===== config.mk =====
export PLATFORM = sky130hd
export DESIGN_NAME = vbs_hash
export DESIGN_NICKNAME = d
export VERILOG_FILES = /design/src/hw/rtl/vbs_pkg.sv /design/src/hw/rtl/vbs_hash.sv
export SDC_FILE = /design/constraint.sdc
export NUM_CORES = 1
export LEC_CHECK = 0
export BUFFER_PORTS_ARGS = -buffer_cell sky130_fd_sc_hd__clkbuf_2
export CAP_MARGIN = 20
export CORE_MARGIN = 1.5
export CORE_UTILIZATION = 44
export DETAILED_ROUTE_END_ITERATION = 10
export SYNTH_ARGS = -nofsm -noshare
export SYNTH_HDL_FRONTEND = slang
export SYNTH_SLANG_ARGS = --single-unit

===== constraint.sdc =====
create_clock -name clock -period 8.5 [get_ports clock]
set_input_delay 0.425 -clock clock [delete_from_list [all_inputs] [get_ports clock]]
set_output_delay 0.425 -clock clock [all_outputs]
set_load 0.02 [all_outputs]

===== src/hw/rtl/vbs_pkg.sv =====
// vbs_pkg: shared constants and types for the value bloom sketch.
// No dependencies.
package vbs_pkg;

   localparam logic [31:0] MIX_MUL = 32'h5bd1e995;
   localparam int WIDTH_W = 11;   // row_width register
   localparam int ROWS_W  = 4;    // row_count register
   localparam int LEN_W   = 4;    // key_len field

   localparam logic REQ_ADD   = 1'b0;
   localparam logic REQ_QUERY = 1'b1;

   localparam logic REG_ROW_WIDTH = 1'b0;
   localparam logic REG_ROW_COUNT = 1'b1;

   typedef struct packed {
      logic              start;
      logic [ROWS_W-1:0] seed;
      logic [LEN_W-1:0]  len;
   } hash_req_type;

   typedef struct packed {
      logic        done;
      logic [31:0] value;
   } hash_rsp_type;

endpackage


===== src/hw/rtl/vbs_hash.sv =====
// vbs_hash: iterative 32-bit MurmurHash2 over a key of up to eight bytes.
// One shared 32x32 multiplier, one multiply per cycle. Depends on vbs_pkg.
module vbs_hash (
   input  logic                  clock,
   input  logic                  reset,
   input  vbs_pkg::hash_req_type hreq,
   input  logic [63:0]           key,
   output vbs_pkg::hash_rsp_type hrsp
);
   import vbs_pkg::*;

   typedef enum logic [2:0] {H_IDLE, H_K1, H_K2, H_HB, H_TAIL, H_F1, H_F2} hstate_type;

   hstate_type        state_ff;
   logic [31:0]       h_ff, k_ff;
   logic [LEN_W-1:0]  rem_ff;
   logic              blk_ff;
   logic              done_ff;

   logic [31:0] word, tail, mul_a, prod;
   logic [LEN_W-1:0] rem_next;

   assign word = blk_ff ? key[63:32] : key[31:0];
   assign tail = word & {8'h00, (rem_ff >= LEN_W'(3)) ? 8'hff : 8'h00,
                         (rem_ff >= LEN_W'(2)) ? 8'hff : 8'h00, 8'hff};
   assign rem_next = rem_ff - LEN_W'(4);

   always_comb begin
      unique case (state_ff)
         H_K1:    mul_a = word;
         H_K2:    mul_a = k_ff ^ (k_ff >> 24);
         H_HB:    mul_a = h_ff;
         H_TAIL:  mul_a = h_ff ^ tail;
         H_F1:    mul_a = h_ff ^ (h_ff >> 13);
         default: mul_a = h_ff;
      endcase
   end

   assign prod = mul_a * MIX_MUL;

   always_ff @(posedge clock) begin
      if (reset) begin
         state_ff <= H_IDLE;
         done_ff  <= 1'b0;
      end else begin
         done_ff <= (state_ff == H_F2);
         unique case (state_ff)
            H_IDLE: begin
               if (hreq.start) begin
                  h_ff   <= {28'd0, hreq.seed} ^ {28'd0, hreq.len};
                  rem_ff <= hreq.len;
                  blk_ff <= 1'b0;
                  if (hreq.len >= LEN_W'(4))      state_ff <= H_K1;
                  else if (hreq.len != '0)        state_ff <= H_TAIL;
                  else                            state_ff <= H_F1;
               end
            end
            H_K1: begin
               k_ff     <= prod;
               state_ff <= H_K2;
            end
            H_K2: begin
               k_ff     <= prod;
               state_ff <= H_HB;
            end
            H_HB: begin
               h_ff   <= prod ^ k_ff;
               rem_ff <= rem_next;
               blk_ff <= 1'b1;
               if (rem_next >= LEN_W'(4))  state_ff <= H_K1;
               else if (rem_next != '0)    state_ff <= H_TAIL;
               else                        state_ff <= H_F1;
            end
            H_TAIL: begin
               h_ff     <= prod;
               state_ff <= H_F1;
            end
            H_F1: begin
               h_ff     <= prod;
               state_ff <= H_F2;
            end
            H_F2: begin
               h_ff     <= h_ff ^ (h_ff >> 15);
               state_ff <= H_IDLE;
            end
            default: state_ff <= H_IDLE;
         endcase
      end
   end

   assign hrsp.done  = done_ff;
   assign hrsp.value = h_ff;

endmodule


After elaboration in Yosys (flattened, before gate mapping)
Cells that the tools add are included.
{ "op_classes": {"n_reduce_logical": 10, "n_shift": 0, "multipliers": 1, "magnitude_cmp": 4, "n_addsub": 1, "n_bitwise": 8, "n_eq_ne": 7, "n_div": 0, "n_mux": 16} }
{ "op_table": {"columns": ["op", "count"], "rows": [
  ["32-bit one-hot mux with 4 select lines", 2],
  ["32-bit two-way mux", 2],
  ["32-bit XOR", 2],
  ["32-bit by 24-bit AND with 32-bit output", 1],
  ["32-bit by 31-bit multiplier with 32-bit output, second input constant", 1],
  ["32-bit by 17-bit XOR with 32-bit output", 1],
  ["32-bit by 19-bit XOR with 32-bit output", 1],
  ["32-bit by 8-bit XOR with 32-bit output", 1],
  ["3-bit one-hot mux with 6 select lines", 1],
  ["8-bit two-way mux", 2],
  ["4-bit nonzero test", 3],
  ["3-bit equality test, second input constant", 3],
  ["3-bit two-way mux", 3],
  ["4-bit by 2-bit greater-or-equal comparator with 1-bit output, second input constant", 2],
  ["4-bit by 3-bit greater-or-equal comparator with 1-bit output, second input constant", 2],
  ["4-bit one-hot mux with 2 select lines", 1],
  ["3-bit by 2-bit equality test with 1-bit output, second input constant", 2],
  ["3-bit AND reduction", 2],
  ["4-bit two-way mux", 1],
  ["2-bit OR reduction", 2],
  ["4-bit by 3-bit subtractor with 4-bit output, second input constant", 1],
  ["4-bit XOR", 1],
  ["3-bit by 1-bit equality test with 1-bit output, second input constant", 1],
  ["3-bit logical NOT", 1],
  ["6 further kinds", 8]
]} }
{ "word_totals": {"mem_count": 0, "inputBits": 75, "ramBits": 0, "ff_bits": 73, "romBits": 0, "latch_bits": 0, "out_inout_bits": 33} }

Logic depth before layout (Yosys ltp)
{ "logic_depth": {"depth_word": 8, "mapped_depth": 36} }

Least setup slack after synthesis
OpenSTA, ideal clock, no wires.
{ "synth_path": {"path_kind": "flip-flop to flip-flop", "startpoint": "reg blk_ff", "endpoint": "reg h_ff[31] (data pin)", "stages_incl_launch_ff": 29, "arrival_time_ns": 8.505, "setup_time_ns": 0.264, "n_path_buf": 4, "period_less_slack_ns": 8.769, "required_ns": 8.236, "path_slack_ns": -0.269, "path_cell_list": "edfxtp_1 clkbuf_1 buf_2 buf_1 buf_1 mux2i_1 a21oi_1 a21oi_1 o21ai_0 fa_1 fa_1 fa_1 fa_1 inv_1 fa_1 inv_1 fa_1 inv_1 fa_1 fa_1 xor2_1 xnor2_1 xnor2_1 xnor2_1 xnor3_2 xnor3_1 xnor2_2 xnor2_1 o21ai_1"} }
{ "synth_between": {"elab_chain_len": 7} }
{ "synth_lines": {"columns": ["item", "line_no", "source"], "rows": [
  ["start, declared", "vbs_hash.sv:17", "logic blk_ff;"],
  ["start signal, assigned", "vbs_hash.sv:52", "blk_ff <= 1'b0;"],
  ["start signal, assigned", "vbs_hash.sv:69", "blk_ff <= 1'b1;"],
  ["32-bit two-way mux (*)", "vbs_hash.sv:23", "assign word = blk_ff ? key[63:32] : key[31:0];"],
  ["32-bit by 24-bit AND with 32-bit output", "vbs_hash.sv:24", "assign tail = word & {8'h00, (rem_ff >= LEN_W'(3)) ? 8'hff : 8'h00,"],
  ["32-bit XOR", "vbs_hash.sv:33", "H_TAIL: mul_a = h_ff ^ tail;"],
  ["32-bit one-hot mux with 4 select lines (*)", "vbs_hash.sv:29", "unique case (state_ff)"],
  ["32-bit by 31-bit multiplier with 32-bit output (*)", "vbs_hash.sv:39", "assign prod = mul_a * MIX_MUL;"],
  ["named net prod[31]", "vbs_hash.sv:20", "logic [31:0] word, tail, mul_a, prod;"],
  ["32-bit XOR", "vbs_hash.sv:67", "h_ff <= prod ^ k_ff;"],
  ["32-bit one-hot mux with 4 select lines (*)", "vbs_hash.sv:47", "unique case (state_ff)"],
  ["end signal, assigned", "vbs_hash.sv:50", "h_ff <= {28'd0, hreq.seed} ^ {28'd0, hreq.len};"],
  ["end signal, assigned", "vbs_hash.sv:67", null],
  ["end signal, assigned", "vbs_hash.sv:75", "h_ff <= prod;"],
  ["end, declared", "vbs_hash.sv:15", "logic [31:0] h_ff, k_ff;"]
]} }
Mark *: on every way through the listed nets, which the timed path passes. The rest lies on a longest branch.
A chain may end at the register's enable or synchronous reset.

Final worst setup path
{ "layout_path": {"startpoint": "reg rem_ff[2]", "endpoint": "reg h_ff[27] (data pin)"} }
{ "layout_between": {"elab_chain_len": 8, "elab_cells_between_ends": 10, "cone_classes": "1 x mul; 2 x order compare; 4 x mux; 3 x bitwise"} }
{ "layout_lines": {"columns": ["item", "line_no", "source"], "rows": [
  ["start, declared", "vbs_hash.sv:16", "logic [LEN_W-1:0] rem_ff;"],
  ["start signal, assigned", "vbs_hash.sv:51", "rem_ff <= hreq.len;"],
  ["start signal, assigned", "vbs_hash.sv:68", "rem_ff <= rem_next;"],
  ["4-bit by 2-bit greater-or-equal comparator with 1-bit output, on equally long branches", "vbs_hash.sv:25, vbs_hash.sv:24", null],
  ["8-bit two-way mux, on equally long branches", "vbs_hash.sv:25, vbs_hash.sv:24", null],
  ["32-bit by 24-bit AND with 32-bit output (*)", "vbs_hash.sv:24", null],
  ["32-bit XOR (*)", "vbs_hash.sv:33", null],
  ["32-bit one-hot mux with 4 select lines (*)", "vbs_hash.sv:29", null],
  ["32-bit by 31-bit multiplier with 32-bit output (*)", "vbs_hash.sv:39", null],
  ["named net prod[27]", "vbs_hash.sv:20", null],
  ["32-bit XOR", "vbs_hash.sv:67", null],
  ["32-bit one-hot mux with 4 select lines (*)", "vbs_hash.sv:47", null]
]} }
Marked as above.

==> flow_results.org <==
** Layout
- Final-layout fill cell count :: 3010
- From synthesis to final layout, the design area changed by 12.5%.
- Combined area of the multi-input logic cells :: 10400 um^2
- Nets :: 2090
- Area used by sequential logic in the layout :: 2150 um^2
- Ant diodes :: 0
- Layout cell share with drive strength beyond 1 :: 0.140

** Floorplan
- Std-Cell Rows :: 65
- Measured along the x axis, the die boundary spans 181 um.
- Pin placement for this block handled 108 I/O pins.
- Vertical die dimension :: 181 um
- Die outline area :: 32900 um^2
- Starting Density :: 0.445
- The total area inside the core boundary comes to 31500 um^2.

** GRT
- Global routing finished with a remaining overflow of 0.
- Vias in the first global route :: 11.5k
- Maximum number of pins on one net before global-route repair :: 49
- Number of antenna violations at the first check in global routing :: 0
- The first global-routing pass estimated 67.2 mm of wire.
- Across every metal layer, demand over resource in global routing totals 0.273.

** Timing
- Clock skew on the completed layout was measured at 10.3 ps.
- Relative slew margins :: 0.263
- Crit share post-route :: 0.951
- Count of final max-slew check failures :: 0
- Derived from the worst setup path, the maximum achievable clock frequency is 0.124 GHz.
- For the pin with the worst max-slew slack, the measured transition is 1090 ps.
- Number of hold violations in the final report :: 0
- Setup violations remaining at the end of the flow were counted as 0.
- Setup repair after global routing left no endpoint under its margin.
- In the final timing run, aggregate negative setup slack is 0 ps.
- Counting I/O delays and the setup requirement, the final critical path takes 8080 ps.

** Synth
- Of all cell types, the one taking the most synthesized area is fa_1.
- Number of enable-type register cells in the synthesized netlist :: 69
- Total number of yosys warnings :: 0
- Synthesized area divided by synthesized cell count :: 9.54 um^2
- Number of unique standard cell types used by synthesis :: 66
- Share of the yosys chip area belonging to registers :: 0.154
- Counting every instance in the synthesized netlist gives 1469.
- Post-synth design cell area :: 14000 um^2
- Most used flip-flop cell after synthesis :: edfxtp_1
- Counting flops with an async set or reset pin after synthesis yields a share of 0.
- Area fraction of the dominant cell type after synthesis :: 0.259
- Mapped Nets :: 1943
- Ranking of synthesized cells by area :: fa_1, ha_1, edfxtp_1
- Synthesis inferred 73 register bits.

** CTS
- Maximum level of the CTS H-tree :: 3
- CTS sink count :: 73
- Clock insertion delay at the later pin of the skew report :: 350 ps
- Clock root buffer master :: clkbuf_16
- TritonCTS clock tree :: done
- Clock buffers created by TritonCTS :: 9
- Maximum root-to-sink buffer count :: 2
- Clock slew at the register clock pins of the worst setup and hold paths :: 60 ps

** Route
- In the final routed layout, each cell accounts on average for 21.4 um.
- Total detailed-routing wirelength :: 43.3 mm
- DR pass1 iterations :: 5
- The count of nets left with antenna violations once routing finished came out at 0.
- In the routed layout, each cell is associated on average with a via count of 5.44.
- In the routed design, unresolved DRC markers number 0.
- Number of DRC markers in iteration 0 :: 845
- The final route contains 11.0k vias.

** Run status
- Outcome :: complete, no violations

** Job
- Number of maximum-capacitance constraint violations :: 0

** Critical path
- The number of buffers and inverters on the critical path is 7.
- At the worst endpoint, the required time is 8580 ps.
- Largest driver fanout on the critical path :: 8
- Setup slack, reg-to-reg :: 420 ps
- Slowest Stage Delay on Critical Path :: 530 ps
- CP delay by family, top :: adder cells
- Element type at the critical path end :: register
- Launching element type of the critical path :: register
- Data arrives at the worst endpoint at 8160 ps.
- Crit path kind :: reg2reg
- Cell with the largest stage delay on the worst path :: fa_1

** Placed design
- During placement, the flow inserted port buffers numbering 107.
- Final weighted congestion in routability-driven placement :: 0.960
- The HPWL after detailed placement is 36.5 mm.

** Hold path
- Tightest Hold Check Type :: in2reg
[Yosys cell counts (7+ instances only)]
master    count
a211oi_1      8
a21o_1       12
a21oi_1      66
a221o_1       8
a221oi_1      7
a22oi_1      16
clkbuf_1     30
edfxtp_1     69
fa_1        181
ha_1        218
inv_1       354
mux2_2       18
mux2i_1      17
nand2_1      67
nand3_1       9
nand4_1       7
nor2_1       60
nor2b_1       7
nor3_1       13
o21a_1       16
o21ai_0      63
o221ai_1      7
o22ai_1      22
xnor2_1      77
xor2_1       39
[registers in the layout (all words and copies together) (netlist names)]
register and count:
rem_ff 4, h_ff 32, done_ff 1, state_ff 3
k_ff 32, blk_ff 1
[cell families after synthesis]
group                    synth area share
flip-flops                          0.154
AO/OA/AOI/OAI                       0.122
XOR/XNOR                           0.0786
multiplexers                       0.0266
AND/OR/NAND/NOR                    0.0585
adder cells (fa/ha/maj)             0.453
buffers and inverters               0.107
[what timing repair did]
item                                    CTS  global route
hold endpoints to repair                  0             0
resized for setup                         0            13
endpoints found under the setup margin    0             8
hold buffers                              0             0
setup buffers                             0             1
[worst paths after layout]
path,cells past startpoint,startpoint,end
max,29,rem_ff[2],h_ff[27]
min,2,reset,state_ff[1]
max reg2reg,29,rem_ff[2],h_ff[27]
min reg2reg,2,k_ff[19],h_ff[19]
[cells in the final DEF (no fill, tap or decap), types with 39 or more instances in the layout]
master / instances
o21ai_0: 57
clkbuf_2: 107
xor2_1: 39
fa_1: 180
nand2_1: 67
ha_1: 218
nor2_1: 58
xnor2_1: 76
edfxtp_1: 69
inv_1: 354
buf_4: 66
a21oi_1: 65
[metal layers]
metal,track usage,part of all wire,routed length [um]
met1,0.348,0.42,18400
met2,0.476,0.48,20900
met3,0.0259,0.048,2060
met4,0.115,0.043,1870
met5,0,0,0
[through the flow]
stage	cell area, um^2	setup slack (ps)	util	hold WS, ps	std cells
2_1_floorplan	14000	8.55	-	497	1469
3_3_place_gp	15400	289	0.491	625	2006
3_5_place_dp	15400	244	0.491	635	2006
4_1_cts	15700	208	0.499	363	2022
5_1_grt	15800	15.5	0.501	404	2023
6_report	15800	416	0.501	376	2023
[final cells by class]
cell class	instances	area share
Clock buffer	10	0.0145
Inverter	354	0.0843
Timing Repair Buffer	177	0.0699
Clock inverter	6	0.00286
Multi-Input combinational cell	1001	0.660
Tap cell	402	0.0319
Sequential cell	73	0.136
[worst reg2reg max path: cells and delay by family (launching register included)]
family                   cells  cell delay, ps
AND/OR/NAND/NOR              2             380
adder cells (fa/ha/maj)     10            4100
buffers and inverters        7             630
flip-flops                   1             430
XOR/XNOR                     2             340
AO/OA/AOI/OAI                8            1960
Power is left out: the tool's default activity adds up to more than one toggle a clock period on the data nets, which glitch-free logic cannot reach.
