File: src/hw/rtl/vbs_pkg.sv
// vbs_pkg: shared constants and types for the value bloom sketch.
// No dependencies.
package vbs_pkg;

   localparam logic [31:0] MIX_MUL = 32'h5bd1e995;
   localparam int WIDTH_W = 11;   // row_width register
   localparam int ROWS_W  = 4;    // row_count register
   localparam int LEN_W   = 4;    // key_len field

   localparam logic REQ_ADD   = 1'b0;
   localparam logic REQ_QUERY = 1'b1;

   localparam logic REG_ROW_WIDTH = 1'b0;
   localparam logic REG_ROW_COUNT = 1'b1;

   typedef struct packed {
      logic              start;
      logic [ROWS_W-1:0] seed;
      logic [LEN_W-1:0]  len;
   } hash_req_type;

   typedef struct packed {
      logic        done;
      logic [31:0] value;
   } hash_rsp_type;

endpackage

File: src/hw/rtl/vbs_mod.sv
// vbs_mod: bit-serial remainder of a 32-bit hash by an 11-bit row width.
// Restoring scheme, one dividend bit per cycle. Depends on vbs_pkg.
module vbs_mod (
   input  logic                        clock,
   input  logic                        reset,
   input  logic                        start,
   input  logic [31:0]                 dividend,
   input  logic [vbs_pkg::WIDTH_W-1:0] divisor,
   output logic                        done,
   output logic [vbs_pkg::WIDTH_W-1:0] remainder
);
   import vbs_pkg::*;

   logic [31:0]        dvd_ff;
   logic [WIDTH_W-1:0] rem_ff;
   logic [5:0]         cnt_ff;
   logic               busy_ff, done_ff;
   logic [WIDTH_W:0]   trial;

   assign trial = {rem_ff, dvd_ff[31]};

   always_ff @(posedge clock) begin
      if (reset) begin
         busy_ff <= 1'b0;
         done_ff <= 1'b0;
      end else begin
         done_ff <= !start && busy_ff && (cnt_ff == 6'd1);
         if (start) begin
            dvd_ff  <= dividend;
            rem_ff  <= '0;
            cnt_ff  <= 6'd32;
            busy_ff <= 1'b1;
         end else if (busy_ff) begin
            dvd_ff <= {dvd_ff[30:0], 1'b0};
            if (trial >= {1'b0, divisor}) rem_ff <= WIDTH_W'(trial - {1'b0, divisor});
            else                          rem_ff <= trial[WIDTH_W-1:0];
            cnt_ff <= cnt_ff - 6'd1;
            if (cnt_ff == 6'd1) busy_ff <= 1'b0;
         end
      end
   end

   assign done      = done_ff;
   assign remainder = rem_ff;

endmodule

File: config.mk
export PLATFORM = sky130hd
export DESIGN_NAME = vbs_mod
export DESIGN_NICKNAME = d
export VERILOG_FILES = /design/src/hw/rtl/vbs_pkg.sv /design/src/hw/rtl/vbs_mod.sv
export SDC_FILE = /design/constraint.sdc
export NUM_CORES = 1
export LEC_CHECK = 0
export ABC_CLOCK_PERIOD_IN_PS = 7500
export BUFFER_PORTS_ARGS = -buffer_cell sky130_fd_sc_hd__buf_2
export CAP_MARGIN = 20
export CORE_MARGIN = 3
export CORE_UTILIZATION = 61
export CTS_BUF_LIST = sky130_fd_sc_hd__clkbuf_2 sky130_fd_sc_hd__clkbuf_4 sky130_fd_sc_hd__clkbuf_8
export CTS_CLUSTER_DIAMETER = 40
export DETAILED_ROUTE_END_ITERATION = 7
export PLACE_DENSITY = 0.95
export SYNTH_ARGS = -nofsm -noshare
export SYNTH_HDL_FRONTEND = slang
export SYNTH_SLANG_ARGS = --single-unit
File: constraint.sdc
create_clock -name clock -period 7.5 [get_ports clock]
set_input_delay 1.125 -clock clock [delete_from_list [all_inputs] [get_ports clock]]
set_output_delay 1.125 -clock clock [all_outputs]
set_load 0.02 [all_outputs]
Yosys cells after proc, flatten, opt, wreduce, memory -nomap -nowiden
Index checks and enable logic that the tools add are counted.
{"block": "word_totals", "register_bits": 51, "out_inout_bits": 12, "word_cells": 23}
{"block": "classes", "n_addsub": 2, "order_cmp": 1, "eq_ne": 1, "n_mux": 8, "n_bitwise": 1, "n_reduce_logical": 5}
{"operator": "$mux 32", "count": 2}
{"operator": "$mux 11", "count": 2}
{"operator": "$ge 12x11->1", "count": 1}
{"operator": "$sub 11x11->11", "count": 1}
{"operator": "$eq 6x1->1 const B", "count": 1}
{"operator": "$mux 6", "count": 1}
{"operator": "$sub 6x1->6 const B", "count": 1}
{"operator": "$mux 1", "count": 3}
{"operator": "$logic_and 1x1->1", "count": 2}
{"operator": "$reduce_and 2->1", "count": 1}
{"operator": "$reduce_bool 2->1", "count": 1}
{"operator": "$logic_not 1->1", "count": 1}
{"operator": "$not 1->1", "count": 1}

Longest topological paths before layout
Gate-level depths: netlist (run 1).
{"block": "logic_depth", "ltp_word": 4, "mapped_depth": 11}

Worst setup path before layout (run 1)
OpenSTA, ideal clock, no wires.
{"block": "synth_timing", "path_type": "input-to-reg", "from": "input port start", "to": "register cnt_ff[0] (enable)", "t_arrival_ns": 3.605, "t_required_ns": 7.044, "setup_slack_ns": 3.440, "cell_stages": 3, "n_path_buf": 1, "cell_sequence": "buf_1 nor2_1 nor2_1"}
{"block": "synth_via", "elab_chain_cells": 2}
{"element": "from (decl)", "line_no": "vbs_mod.sv:6", "source": "input logic start,"}
{"element": "$reduce_bool 2->1 (no source line)"}
{"element": "$reduce_and 2->1 (no source line)"}
{"element": "to (signal assigned)", "line_no": "vbs_mod.sv:37", "source": "cnt_ff <= cnt_ff - 6'd1;"}
{"element": "to (decl)", "line_no": "vbs_mod.sv:16", "source": "logic [5:0] cnt_ff;"}
Every way passes these cells.
A chain may end at the register's enable or synchronous reset.

Worst setup path after layout (run 1)
{"block": "layout_timing", "from": "input port divisor[0] in the netlist's numbering", "to": "register rem_ff[10] (netlist: remainder[10]) (data pin)"}
{"block": "layout_via", "elab_chain_cells": 3, "elab_cells_between_ends": 4, "cone_classes": "add/sub (1); order compare (1); mux (2)"}
{"element": "from (decl)", "line_no": "vbs_mod.sv:8", "source": "input logic [vbs_pkg::WIDTH_W-1:0] divisor,"}
{"element": "$sub 11x11->11 or $ge 12x11->1 (tied branches)", "line_no": "vbs_mod.sv:35", "source": "if (trial >= {1'b0, divisor}) rem_ff <= WIDTH_W'(trial - {1'b0, divisor});"}
{"element": "$mux 11 *", "line_no": "vbs_mod.sv:35"}
{"element": "$mux 11 *", "line_no": "vbs_mod.sv:33", "source": "end else if (busy_ff) begin"}
{"element": "to (signal assigned)", "line_no": "vbs_mod.sv:35"}
{"element": "to (signal assigned)", "line_no": "vbs_mod.sv:36", "source": "else rem_ff <= trial[WIDTH_W-1:0];"}
{"element": "to (decl)", "line_no": "vbs_mod.sv:15", "source": "logic [WIDTH_W-1:0] rem_ff;"}
Every way passes the cells marked *; elsewhere a longest branch is shown, timed or not. The select of a mux whose other input is x is not followed.

==> results, run 1 <==
- The flow ran to the end, and the final reports show no timing, DRC or antenna violations.
- The first global-routing pass estimated 8250 um of wire.
- The proportion of synthesized chip area in sequential cells is 54.1%.
- The signal on the critical path passes through buf_2 > ha_1 > fa_1 > and2b_1 > o22ai_2 > a21oi_2 > o31a_1 > o32ai_1 > o21a_1.
- The register clock-pin slew on the reported worst setup and hold paths is 0.10 ns.
- The residual DRC count is 0.
- The clock net in this run drives a total of 51 sinks.
- On the worst path, the slowest cell contributes a delay of 0.68 ns.
- The clock tree buffer depth is 2.
- By area the synthesized netlist is led by sky130_fd_sc_hd__edfxtp_1, sky130_fd_sc_hd__mux2_2, sky130_fd_sc_hd__ha_1.
- For this run, the total global-route usage over all layers was measured as 20.2%.
- The type of the worst setup path is input port to flop.
- The total I/O pin count is 58.
- The floorplan has 23 rows.
- Summing every instance area after synthesis gives 0.00279 mm^2.
- The synthesized netlist devotes 9.05% of its cell area to compound gates.
- The endpoint of the worst-slack reg-to-reg timing path is remainder[10].
- The count of buffers added on input and output ports is 57.
- Once detailed placement completed, the half-perimeter wirelength came to 3730 um.
- Yosys mapped a number of flops with a built-in enable equal to 49.
- Of the cells placed in the final design, the portion with a size suffix greater than 1 is 37.4%.
- The most frequent cell after synthesis is sky130_fd_sc_hd__edfxtp_1.
- Synthesis produced a netlist whose cell count is 221.
- For this design the ratio of total power to cell area is 211 mW/mm^2.
- The CTS buffer count is 5.
- Across the run, the number of max-cap violations was 0.
- The share of synthesized cell area in full adder, half adder and majority cells is 6.54%.
- The most used flip-flop cell after synthesis is sky130_fd_sc_hd__edfxtp_1.
- For this run, the top clock speed supported by timing is 298 MHz.
- The source of the critical timing path is divisor[0].
- In the synthesized netlist, the cells that appear most often are sky130_fd_sc_hd__edfxtp_1, sky130_fd_sc_hd__mux2_2, sky130_fd_sc_hd__nor2_1.
- The count of endpoints failing setup in the final report is 0.
- The via density per instance is 5.64.
- The max-slew headroom at the worst pin is 47.0%.
- The starting utilization of the core area is 66.4%.
- The clock skew after layout is 0.00601 ns.
- The synthesized design spends more area on one cell type than any other, namely sky130_fd_sc_hd__edfxtp_1.
- Setup repair after global routing left no endpoint under its margin.
- The growth of design area from synthesis to finish is 15.0%.
- Data arrives at the worst endpoint at 3.43 ns.
- After filler insertion, the fill cell instance count of the layout stands at 263.
- Of all nets on the critical path, the largest fanout is 17.
- The number of vias after detailed routing is 1868.
- The wire length per cell after detailed routing is 15.6 um.
- The core utilization of the finished layout is 76.4%.
- In this run, the number of DRC markers left after iteration 0 of detailed routing was 180.
- The design draws 0.676 mW.
- The final hold violation count is 0.
- In the synthesized netlist the async set-or-reset flop fraction comes to 0%.
- The via count of the first global-routing pass is 1796.
- The largest individual stage delay along the critical path comes from the cell sky130_fd_sc_hd__o31a_1.
- The number of setup buffers added after CTS is 0.
- Across the VDD grid, the largest voltage drop is 157 uV.
- The worst path buffer plus inverter count is 1.
- The synthesized net count is 281.
- At the end of routability-driven placement, the weighted congestion stood at 0.859.
- The distinct cell type count after synthesis is 42.
- The core region is 0.00420 mm^2.
- In this run the worst setup path terminates at remainder[10].
- Entering global routing, the biggest net connects 50 pins.
- After detailed routing, the total wire length is 5160 um.
- The total of flip-flops plus latches after synthesis is 51.
- The parity-gate share of the synthesized area counting xor and xnor cells is 3.14%.
- The number of H-tree branching levels is 2.
- On the critical path the largest part of the delay comes from compound AO/OA/AOI/OAI gates.
- For this run the aggregate overflow at the end of global routing stands at 0.
- The die is 73.6 um tall.
- STA classifies the critical path endpoint as a flop.
- TritonCTS built the clock tree.
- The mux cell area share after synthesis is 13.9%.
- The max-slew violation count came to 0.
- The count of warnings emitted by yosys is 0.
- Measured in cells, the most critical reg-to-reg path has a length of 9.
- The share of the cycle needed by the critical path after routing is 44.7%.
- The die is 73.6 um wide.
- The startpoint class of the critical path is an input port.
- The final antenna diode count is 0.
- The main combinational cell family by area after synthesis is multiplexers.
- The synthesized netlist devotes 9.28% of its cell area to simple gates.
- The analysis attributes to cell leakage a power of 1.31 nW.
- The post-cts gate resize count is 0.
- The die covers 0.00542 mm^2.
- The number of antenna violations at the first check in global routing came to 0.
- The class of the tightest hold or removal check is flop to flop.
- The tree is rooted in a sky130_fd_sc_hd__clkbuf_8.
- For this run, the detailed router's first-pass iteration total came to 4.
- The routed design could run at a clock period as short as 3.36 ns.
- The worst path required time is 7.57 ns.
- The critical path crosses 9 cells after its start point.
- At the pin with the least slew margin, the transition time is 0.795 ns.
- The count of antenna-violating nets left after detailed routing is 0.
- The average cell area after synthesis is 12.6 um^2.
- The top cell type by area accounts for 52.7% of the synthesized area.
- Setup total negative slack on the finished layout was measured at 0 ns.
- Clock latency on the worst-skew pair, taken at its later pin, is 0.31 ns.
- The setup check on the worst reg-to-reg path leaves a slack of 4.68 ns.
- In this run the critical register-to-register path is launched from dvd_ff[31].
- The number of buffers inserted by hold repair at cts is 0.
- The number of nets in the final layout is 340.
-- routing by layer --
layer	GRT usage, %	share of wire (%)	wire (um)
met4	6.84	1.4	70
met2	32.8	51	2630
met5	0	0	0
met3	5.88	5.4	281
met1	25.9	42	2180
-- where the power goes --
part | internal [mW] | switching (mW) | total [mW] | leakage, nW
clock network | 0.0674 | 0.0941 | 0.162 | 0.0461
logic | 0.0727 | 0.0901 | 0.163 | 0.779
registers | 0.341 | 0.0106 | 0.351 | 0.486
-- worst reg2reg max path, delay by kind of cell, from the launching register on --
family	cells	cell delay, ns
flops	1	0.35
fa+ha+maj	2	0.59
compound gates	5	1.36
buf+inv	1	0.05
simple gates	1	0.24
-- logic make-up (layout without fill, tap and decap cells) --
| group | count (synthesis) | count (layout) |
|---|---|---|
| buf+inv | 24 | 84 |
| mux | 35 | 35 |
| fa+ha+maj | 14 | 14 |
| flops | 51 | 51 |
| xor+xnor | 10 | 10 |
| compound gates | 34 | 34 |
| simple gates | 53 | 53 |
-- flip-flops by register name, summed over array words and instances, names as in the netlist --
register	flops
cnt_ff	6
done	1
dvd_ff	32
remainder	11
busy_ff	1
-- how the worst min path moves through the flow --
stage,from,endpoint,slack [ns],cells past startpoint
after CTS,busy_ff,done,0.54,1
final,busy_ff,done,0.54,1
after global routing,busy_ff,done,0.56,1
after global placement,busy_ff,done,0.52,1
after floorplan,busy_ff,busy_ff,0.49,2
after detailed placement,busy_ff,done,0.52,1
-- placed cells by master (no fill, tap or decap), types with 2 or more instances in the layout --
cell type                  instances
sky130_fd_sc_hd__a21oi_1           6
sky130_fd_sc_hd__nor3_1            4
sky130_fd_sc_hd__a211oi_2          3
sky130_fd_sc_hd__buf_2            57
sky130_fd_sc_hd__nor3b_1           2
sky130_fd_sc_hd__mux2_2           31
sky130_fd_sc_hd__inv_1            17
sky130_fd_sc_hd__buf_4             2
sky130_fd_sc_hd__nor2_1           24
sky130_fd_sc_hd__xor2_1            4
sky130_fd_sc_hd__a31oi_1           2
sky130_fd_sc_hd__dfxtp_1           2
sky130_fd_sc_hd__nand2_1           8
sky130_fd_sc_hd__ha_1             13
sky130_fd_sc_hd__xnor2_1           6
sky130_fd_sc_hd__edfxtp_1         49
sky130_fd_sc_hd__nand4_1           2
sky130_fd_sc_hd__mux2i_1           4
sky130_fd_sc_hd__clkbuf_8          5
sky130_fd_sc_hd__a31o_1            2
sky130_fd_sc_hd__o21a_1            6
sky130_fd_sc_hd__o21ai_0           7
sky130_fd_sc_hd__o31a_1            2
sky130_fd_sc_hd__nor4b_1           2
-- area by class of cell --
type                    count  area [um^2]  area share, %
flip-flops and latches     51         1510           47.1
multi-input cells         146         1180           36.7
repair buffers             59          300           9.36
clock buffers               5         68.8           2.14
inverters                  17         63.8           1.99
well taps                  50         62.6           1.95
clock inverters             3         23.8          0.741
-- per-stage QoR --
step                      std cells  cell area [um^2]  worst slack (ns)  hold slack, ns
after floorplan                 221              2790              3.44           0.490
after global placement          323              3120              3.91           0.520
after detailed placement        323              3120              3.82           0.521
after CTS                       331              3210              4.15           0.541
after global routing            331              3210              3.98           0.564
final                           331              3210              4.14           0.543
Note: power is estimated with default switching activity, not from simulation.
==> run 2: changes to the inputs <==
--- a/config.mk
+++ b/config.mk
@@ -5,15 +5,15 @@
 export SDC_FILE = /design/constraint.sdc
 export NUM_CORES = 1
 export LEC_CHECK = 0
-export ABC_CLOCK_PERIOD_IN_PS = 7500
+export ABC_CLOCK_PERIOD_IN_PS = 3250
 export BUFFER_PORTS_ARGS = -buffer_cell sky130_fd_sc_hd__buf_2
 export CAP_MARGIN = 20
 export CORE_MARGIN = 3
-export CORE_UTILIZATION = 61
+export CORE_UTILIZATION = 57
 export CTS_BUF_LIST = sky130_fd_sc_hd__clkbuf_2 sky130_fd_sc_hd__clkbuf_4 sky130_fd_sc_hd__clkbuf_8
 export CTS_CLUSTER_DIAMETER = 40
 export DETAILED_ROUTE_END_ITERATION = 7
-export PLACE_DENSITY = 0.95
+export PLACE_DENSITY = 0.93
 export SYNTH_ARGS = -nofsm -noshare
 export SYNTH_HDL_FRONTEND = slang
 export SYNTH_SLANG_ARGS = --single-unit
==> constraint.sdc (replaced) <==
create_clock -name clock -period 3.25 [get_ports clock]
set_input_delay 0.4875 -clock clock [delete_from_list [all_inputs] [get_ports clock]]
set_output_delay 0.4875 -clock clock [all_outputs]
set_load 0.02 [all_outputs]
==> results, run 2 (same netlist as run 1, synthesis figures left out) <==
- The top register by number of flip-flops is dvd_ff.
- The count of endpoints failing setup in the final report is 0 (unchanged).
- The part of the total power dissipated in the clock network was 22.7% (-1.2 points).
- The library cell used most frequently in the layout, excluding fill and tap cells, is sky130_fd_sc_hd__buf_2.
- The count of placed standard cells in the final layout, fillers left out is 347 (+4.8%).
- The number of rows in the core area is 24 (+4.3%).
- The number of flip-flops in the largest register is 32 (unchanged).
- The pin count of the biggest net entering global routing is 49 (-2.0%).
- The wire length of the first global-routing pass is 8580 um (+4.0%).
- The number of setup buffers added after CTS is 0 (unchanged).
- The post-cts gate resize count is 0 (unchanged).
- The part of the power in registers is 52.3% (+0.3 points).
- The residual DRC count is 0 (unchanged).
- The maximum fanout along the worst path is 8 (-9).
- Compared with the post-synthesis result, the final layout area differs by 16.3%.
- The CTS buffer count is 5 (unchanged).
- The count of antenna-violating nets left after detailed routing is 0 (unchanged).
- The number of nets in the final layout is 342 (+0.59%).
- The signal on the critical path passes through inv_1 > ha_1 > fa_1 > and2b_1 > o22ai_2 > a21oi_2 > o31a_1 > buf_4 > mux2i_1 > nor2_1.
- The clock skew after layout is 0.0107 ns (+0.00467 ns).
- The met1 track utilization from global routing was 23.5% (-2.4 points).
- The fraction of power consumed by combinational cells was 24.9% (+0.8 points).
- The die span in x was 76.0 um (+3.2%).
- The layout cell share with drive strength beyond 1 is 37.6% (+0.22 points).
- The number of H-tree branching levels was 2 (unchanged).
- Subtracting the final worst setup slack from the clock period gives 2.39 ns.
- The final weighted congestion in routability-driven placement is 0.898 (+4.6%).
- The clock latency of the later-clocked register in the worst-skew pair is 0.31 ns (about the same).
- The largest individual stage delay along the critical path comes from the cell sky130_fd_sc_hd__fa_1.
- The number of placed cells counting well taps is 340 (+5.3%).
- STA classifies the critical path endpoint as a flop.
- The worst path required time came to 3.29 ns (-4.28 ns).
- The stage delay of the slowest cell on the critical path came to 0.41 ns (-0.27 ns).
- The cell sitting at the root of the clock tree is a sky130_fd_sc_hd__clkbuf_8.
- After global routing, the most crowded layer is met2.
- Leaving out fill and tap cells, the most frequent cells in the layout are sky130_fd_sc_hd__buf_2, sky130_fd_sc_hd__edfxtp_1, sky130_fd_sc_hd__mux2_2, sky130_fd_sc_hd__nor2_1, sky130_fd_sc_hd__inv_1.
- The die height was 76.0 um (+3.2%).
- The switching part of the total was 28.4% (-0.46 points).
- The wire length per cell after detailed routing came to 15.6 um (about the same).
- The via count of the first global-routing pass is 1864 (+3.8%).
- The register clock-pin slew on the reported worst setup and hold paths is 0.09 ns (about the same).
- The worst setup slack for register-to-register paths is 0.86 ns (-3.82 ns).
- The starting utilization of the core area is 61.6% (-4.9 points).
- TritonCTS built the clock tree.
- STA classifies the critical path startpoint as a flop.
- The internal portion of total power is 1.11 mW (+130%).
- The area enclosed by the die boundary was 0.00577 mm^2 (+6.4%).
- The type of the worst setup path is flop to flop.
- The final antenna diode count is 0 (unchanged).
- The share of the cycle needed by the critical path after routing is 73.4%.
- Setup repair after global routing left no endpoint under its margin.
- The worst-case vdd ir drop is 305 uV (+94%).
- The global-route track usage on met2 came to 32.3% (-0.51 points).
- Timing would allow up to 419 MHz.
- The switching power is 0.440 mW (+130%).
- The run finished with clean final reports.
- The area inside the core boundary is 0.00453 mm^2 (+7.9%).
- The data arrival time of the critical path is 2.43 ns (-1.00 ns).
- The worst reg2reg path depth is 10 (+1).
- The number of maximum-capacitance constraint violations came to 0 (unchanged).
- The count of port buffers added during placement was 57 (unchanged).
- The met3 routing resource usage after global routing was 4.02% (-1.9 points).
- The number of stages on the worst hold path is 2 (+1).
- The total cell area at the placement stage is 0.00316 mm^2 (+1.5%).
- The slew at the pin with the worst max-slew slack is 0.713 ns (-0.0824 ns).
- The final hold violation count is 0 (unchanged).
- The leakage power of the design is 1.32 nW (+0.88%).
- The max-slew headroom at the worst pin is 52.4% (+5.4 points).
- The total congestion overflow after global routing is 0 (unchanged).
- The sum of negative setup slack is 0 ns (unchanged).
- The total I/O pin count came to 58 (unchanged).
- The number of sinks driven by the clock tree came to 51 (unchanged).
- The via density per instance is 5.52 (-2.1%).
- The total wire length is 5410 um (+4.7%).
- The max-slew violation count is 0 (unchanged).
- The global-route usage over all layers was 19.0% (-1.2 points).
- The placed wire-length estimate came to 4020 um (+7.6%).
- The number of detailed-route iterations in the first pass is 4 (unchanged).
- The starting DRC count in detailed routing is 89 (-51%).
- The number of antenna violations at the first check in global routing is 0 (unchanged).
- The number of vias after detailed routing was 1917 (+2.6%).
- The post-route cell area is 0.00325 mm^2 (+1.1%).
- The number of buffers inserted by hold repair at cts was 0 (unchanged).
- The clock tree buffer depth was 2 (unchanged).
- The power per cell area is 478 mW/mm^2 (+130%).
- In this run the worst hold path is classified as input port to flop.
==> run 2: per-stage QoR <==
| step | total power [mW] | utilization (%) | hold WS [ns] | worst slack (ns) |
|---|---|---|---|---|
| 6_report | 1.55 | 71.6 | 0.405 | 0.865 |
| 5_1_grt | 1.63 | 71.6 | 0.413 | 0.698 |
| 4_1_cts | 1.56 | 71.6 | 0.394 | 0.866 |
| 3_5_place_dp | 1.21 | 69.8 | 0.535 | 0.651 |
| 3_3_place_gp | 1.19 | 69.8 | 0.527 | 0.736 |
| 2_1_floorplan | 1.11 | - | 0.507 | 0.636 |
==> run 2: layout make-up <==
| cell class | instances | area, um^2 |
|---|---|---|
| sequential | 51 | 1510 |
| tap | 65 | 81.3 |
| clock inverter | 2 | 13.8 |
| inverter | 17 | 63.8 |
| fill | 320 | 1290 |
| clock buffer | 5 | 68.8 |
| timing repair buffer | 61 | 328 |
| multi-input combinational | 146 | 1180 |
==> run 2: worst paths after layout <==
| path | from | endpoint |
|---|---|---|
| setup reg to reg | dvd_ff[31] | remainder[3] |
| hold reg to reg | busy_ff | done |
| hold / removal | reset | busy_ff |
| setup / recovery | dvd_ff[31] | remainder[3] |
==> run 2: worst max-delay path: cells and delay by family (launching register included) <==
kind            cells  cell delay, ns
compound gates      3            0.43
simple gates        2            0.32
flops               1            0.35
buf+inv             2            0.22
fa+ha+maj           2            0.62
mux                 1            0.20
==> run 2: power groups by stage <==
stage	Sequential (mW)	Combinational, mW	Clock [mW]
after floorplan	0.838	0.274	0
after global placement	0.824	0.371	0
after detailed placement	0.827	0.385	0
after CTS	0.812	0.387	0.359
after global routing	0.818	0.425	0.388
final	0.812	0.387	0.353
==> run 2: metal layers <==
| layer | part of all wire (%) | vias to the layer above | wire length, um |
|---|---|---|---|
| li1 | - | 934 | - |
| met1 | 42 | 913 | 2250 |
| met2 | 51 | 59 | 2740 |
| met3 | 5.7 | 11 | 309 |
| met4 | 1.8 | 0 | 99 |
| met5 | 0 | - | 0 |
==> run 3: changes to the inputs <==
--- a/config.mk
+++ b/config.mk
@@ -5,15 +5,15 @@
 export SDC_FILE = /design/constraint.sdc
 export NUM_CORES = 1
 export LEC_CHECK = 0
-export ABC_CLOCK_PERIOD_IN_PS = 3250
+export ABC_CLOCK_PERIOD_IN_PS = 2040
 export BUFFER_PORTS_ARGS = -buffer_cell sky130_fd_sc_hd__buf_2
 export CAP_MARGIN = 20
 export CORE_MARGIN = 3
-export CORE_UTILIZATION = 57
+export CORE_UTILIZATION = 51
 export CTS_BUF_LIST = sky130_fd_sc_hd__clkbuf_2 sky130_fd_sc_hd__clkbuf_4 sky130_fd_sc_hd__clkbuf_8
 export CTS_CLUSTER_DIAMETER = 40
 export DETAILED_ROUTE_END_ITERATION = 7
-export PLACE_DENSITY = 0.93
+export PLACE_DENSITY = 0.88
 export SYNTH_ARGS = -nofsm -noshare
 export SYNTH_HDL_FRONTEND = slang
 export SYNTH_SLANG_ARGS = --single-unit
==> constraint.sdc (replaced) <==
create_clock -name clock -period 2.04 [get_ports clock]
set_input_delay 0.306 -clock clock [delete_from_list [all_inputs] [get_ports clock]]
set_output_delay 0.306 -clock clock [all_outputs]
set_load 0.02 [all_outputs]
==> results, run 3 (same netlist as run 1, synthesis figures left out) <==
- The flow ran to the end, but the final reports show violations.
- The final reports fail on setup timing.
- Leaving out fill and tap cells, the most frequent cell in the layout is sky130_fd_sc_hd__buf_2.
- The starting DRC count in detailed routing is 99 (+11%).
- The switching power is 0.727 mW (+65%).
- The top register by number of flip-flops is dvd_ff.
- The hold-critical path endpoint is busy_ff.
- The critical path goes through inv_1 > ha_2 > fa_2 > and2b_1 > o22ai_2 > a21oi_2 > o31a_1 > buf_4 > o32ai_1 > o21a_1.
- The leakage power of the design is 1.46 nW (+10%).
- The total I/O pin count is 58 (unchanged).
- The switching part of the total is 27.2% (-1.2 points).
- The number of flip-flops in the largest register is 32 (unchanged).
- The die span in x is 80.0 um (+5.3%).
- The cell at the root of the clock tree is sky130_fd_sc_hd__clkbuf_8.
- The endpoint of the worst-slack reg-to-reg timing path is remainder[10].
- STA classifies the critical path endpoint as a flop.
- The part of the total power dissipated in the clock network is 24.0% (+1.3 points).
- The post-route worst setup slack is -0.227 ns (-1.09 ns).
- The number of detailed-route iterations in the first pass came to 4 (unchanged).
- The number of stages on the worst hold path is 2 (unchanged).
- The register clock-pin slew on the reported worst setup and hold paths is 0.09 ns (about the same).
- The clock latency of the later-clocked register in the worst-skew pair is 0.30 ns (about the same).
- The wire length of the first global-routing pass is 8720 um (+1.6%).
- The number of H-tree branching levels is 2 (unchanged).
- The CTS buffer count is 5 (unchanged).
- The number of sinks driven by the clock tree was 51 (unchanged).
- The wire length per cell after detailed routing is 14.6 um (-6.2%).
- The count of filler cells inserted in the layout is 395 (+23%).
- The maximum achievable frequency was 441 MHz (+5.2%).
- The residual DRC count came to 0 (unchanged).
- The area inside the core boundary is 0.00520 mm^2 (+15%).
- The share of the cycle needed by the critical path after routing is 111% (+38 points).
- The critical path is of the flop to flop type.
- The worst path buffer plus inverter count is 2 (unchanged).
- Setup repair after global routing could not meet its margin everywhere.
- Among all stages on the critical path, the largest delay is contributed by sky130_fd_sc_hd__edfxtp_1.
- The total wire length is 5540 um (+2.4%).
- The via density per instance was 5.28 (-4.3%).
- The worst-case vdd ir drop is 543 uV (+78%).
- The total congestion overflow after global routing is 0 (unchanged).
- The internal portion of total power is 1.95 mW (+75%).
- The data arrival time of the critical path was 2.34 ns (-0.09 ns).
- The number of rows in the core area was 26 (+8.3%).
- The count of antenna-violating nets left after detailed routing was 0 (unchanged).
- The max-slew headroom at the worst pin is 73.6% (+21 points).
- The final hold violation count is 0 (unchanged).
- The number of antenna violations at the first check in global routing is 0 (unchanged).
- The clock skew after layout is 0.00974 ns (-0.000941 ns).
- In the layout the commonest cells are sky130_fd_sc_hd__buf_2, sky130_fd_sc_hd__edfxtp_1, sky130_fd_sc_hd__mux2_2, sky130_fd_sc_hd__buf_4, sky130_fd_sc_hd__nor2_1.
- In this run the most critical hold path is launched from reset.
- The stage delay of the slowest cell on the critical path is 0.35 ns (-0.06 ns).
- The layout cell share with drive strength beyond 1 was 46.0% (+8.4 points).
- The fraction of power consumed by combinational cells was 27.8% (+2.9 points).
- The count of port buffers added during placement is 57 (unchanged).
- The slew at the pin with the worst max-slew slack was 0.390 ns (-0.323 ns).
- The power per cell area came to 759 mW/mm^2 (+59%).
- The max-slew violation count is 0 (unchanged).
- The final antenna diode count is 0 (unchanged).
- The clock tree buffer depth is 2 (unchanged).
- The class of the tightest hold or removal check is input port to flop.
- The part of the power in registers is 48.2% (-4.1 points).
- Compared with the post-synthesis result, the final layout area differs by 26.3%.
- The maximum fanout along the worst path is 6 (-2).
- The global-route usage over all layers came to 17.8% (-1.2 points).
- The power after layout is 2.68 mW (+72%).
- The final weighted congestion in routability-driven placement was 0.843 (-6.1%).
- The placed wire-length estimate is 4100 um (+2.0%).
- The area used by multi-input combinational logic was 0.00123 mm^2 (+4.1%).
- The number of nets in the final layout is 368 (+7.6%).
- The area enclosed by the die boundary was 0.00640 mm^2 (+11%).
- The cell family contributing the most delay on the critical path is compound AO/OA/AOI/OAI gates.
- The worst setup slack for register-to-register paths is -0.23 ns (-1.09 ns).
- The via count of the first global-routing pass is 1949 (+4.6%).
- The number of maximum-capacitance constraint violations is 0 (unchanged).
- The die height is 80.0 um (+5.3%).
- The clock period minus worst slack is 2.27 ns (-0.118 ns).
- The count of endpoints failing setup in the final report came to 11 (+11).
- The worst reg2reg path depth was 10 (unchanged).
- The worst slack on hold paths came to 0.225 ns (-0.181 ns).
- The origin of the critical flop-to-flop path is dvd_ff[31].
- The number of vias after detailed routing is 2003 (+4.5%).
- The total area of sequential cells is 0.00151 mm^2 (unchanged).
- TritonCTS built the clock tree.
- The pin count of the biggest net entering global routing is 50 (+2.0%).
- The startpoint class of the critical path is a flop.
- The worst path required time is 2.11 ns (-1.18 ns).
- The starting utilization of the core area is 53.6% (-7.9 points).
## run 3: power by group through the flow
| stage | Sequential (mW) | Clock, mW | Combinational [mW] |
|---|---|---|---|
| 3_3_place_gp | 1.31 | 0 | 0.673 |
| 2_1_floorplan | 1.34 | 0 | 0.451 |
| 3_5_place_dp | 1.31 | 0 | 0.700 |
| 4_1_cts | 1.29 | 0.665 | 0.736 |
| 6_report | 1.29 | 0.642 | 0.744 |
| 5_1_grt | 1.30 | 0.705 | 0.811 |
## run 3: how the worst max path moves through the flow
stage / startpoint / to / slack, ns / cells after the start
2_1_floorplan: remainder[0] / remainder[9] / -0.12 / 10
3_3_place_gp: divisor[0] / remainder[7] / -0.20 / 10
3_5_place_dp: divisor[0] / remainder[2] / -0.31 / 10
4_1_cts: dvd_ff[31] / remainder[10] / -0.21 / 10
6_report: dvd_ff[31] / remainder[10] / -0.23 / 10
5_1_grt: dvd_ff[31] / remainder[10] / -0.35 / 10
## run 3: cell type report
| type | count | share of cell area (%) |
|---|---|---|
| Inverter | 17 | 1.81 |
| Multi-Input combinational cell | 146 | 34.8 |
| Clock buffer | 8 | 2.95 |
| Timing Repair Buffer | 87 | 15.1 |
| Tap cell | 70 | 2.48 |
| Sequential cell | 51 | 42.9 |
## run 3: repair_timing
action | 4_1_cts | 5_1_grt
setup endpoints to repair | 11 | 11
resized for setup | 7 | 1
setup buffers | 3 | 1
hold buffers | 0 | 0
gates cloned | 1 | 0
## run 3: metrics by stage
step	std cells	TNS [ns]	instance area, um^2	util [%]	setup WS [ns]
floorplan	221	-1.16	2830	-	-0.119
global placement	366	-1.77	3360	64.6	-0.201
detailed placement	366	-2.72	3360	64.6	-0.305
CTS	378	-1.89	3510	67.5	-0.205
global route	379	-3.47	3520	67.7	-0.352
finish	379	-2.19	3520	67.7	-0.227
## run 3: routing by layer
metal	vias to the layer above	wire length [um]	global-route usage [%]
met2	76	2810	31.2
met3	3	346	5.08
met5	-	0	0
li1	992	-	-
met4	0	43	4.90
met1	932	2340	21.2
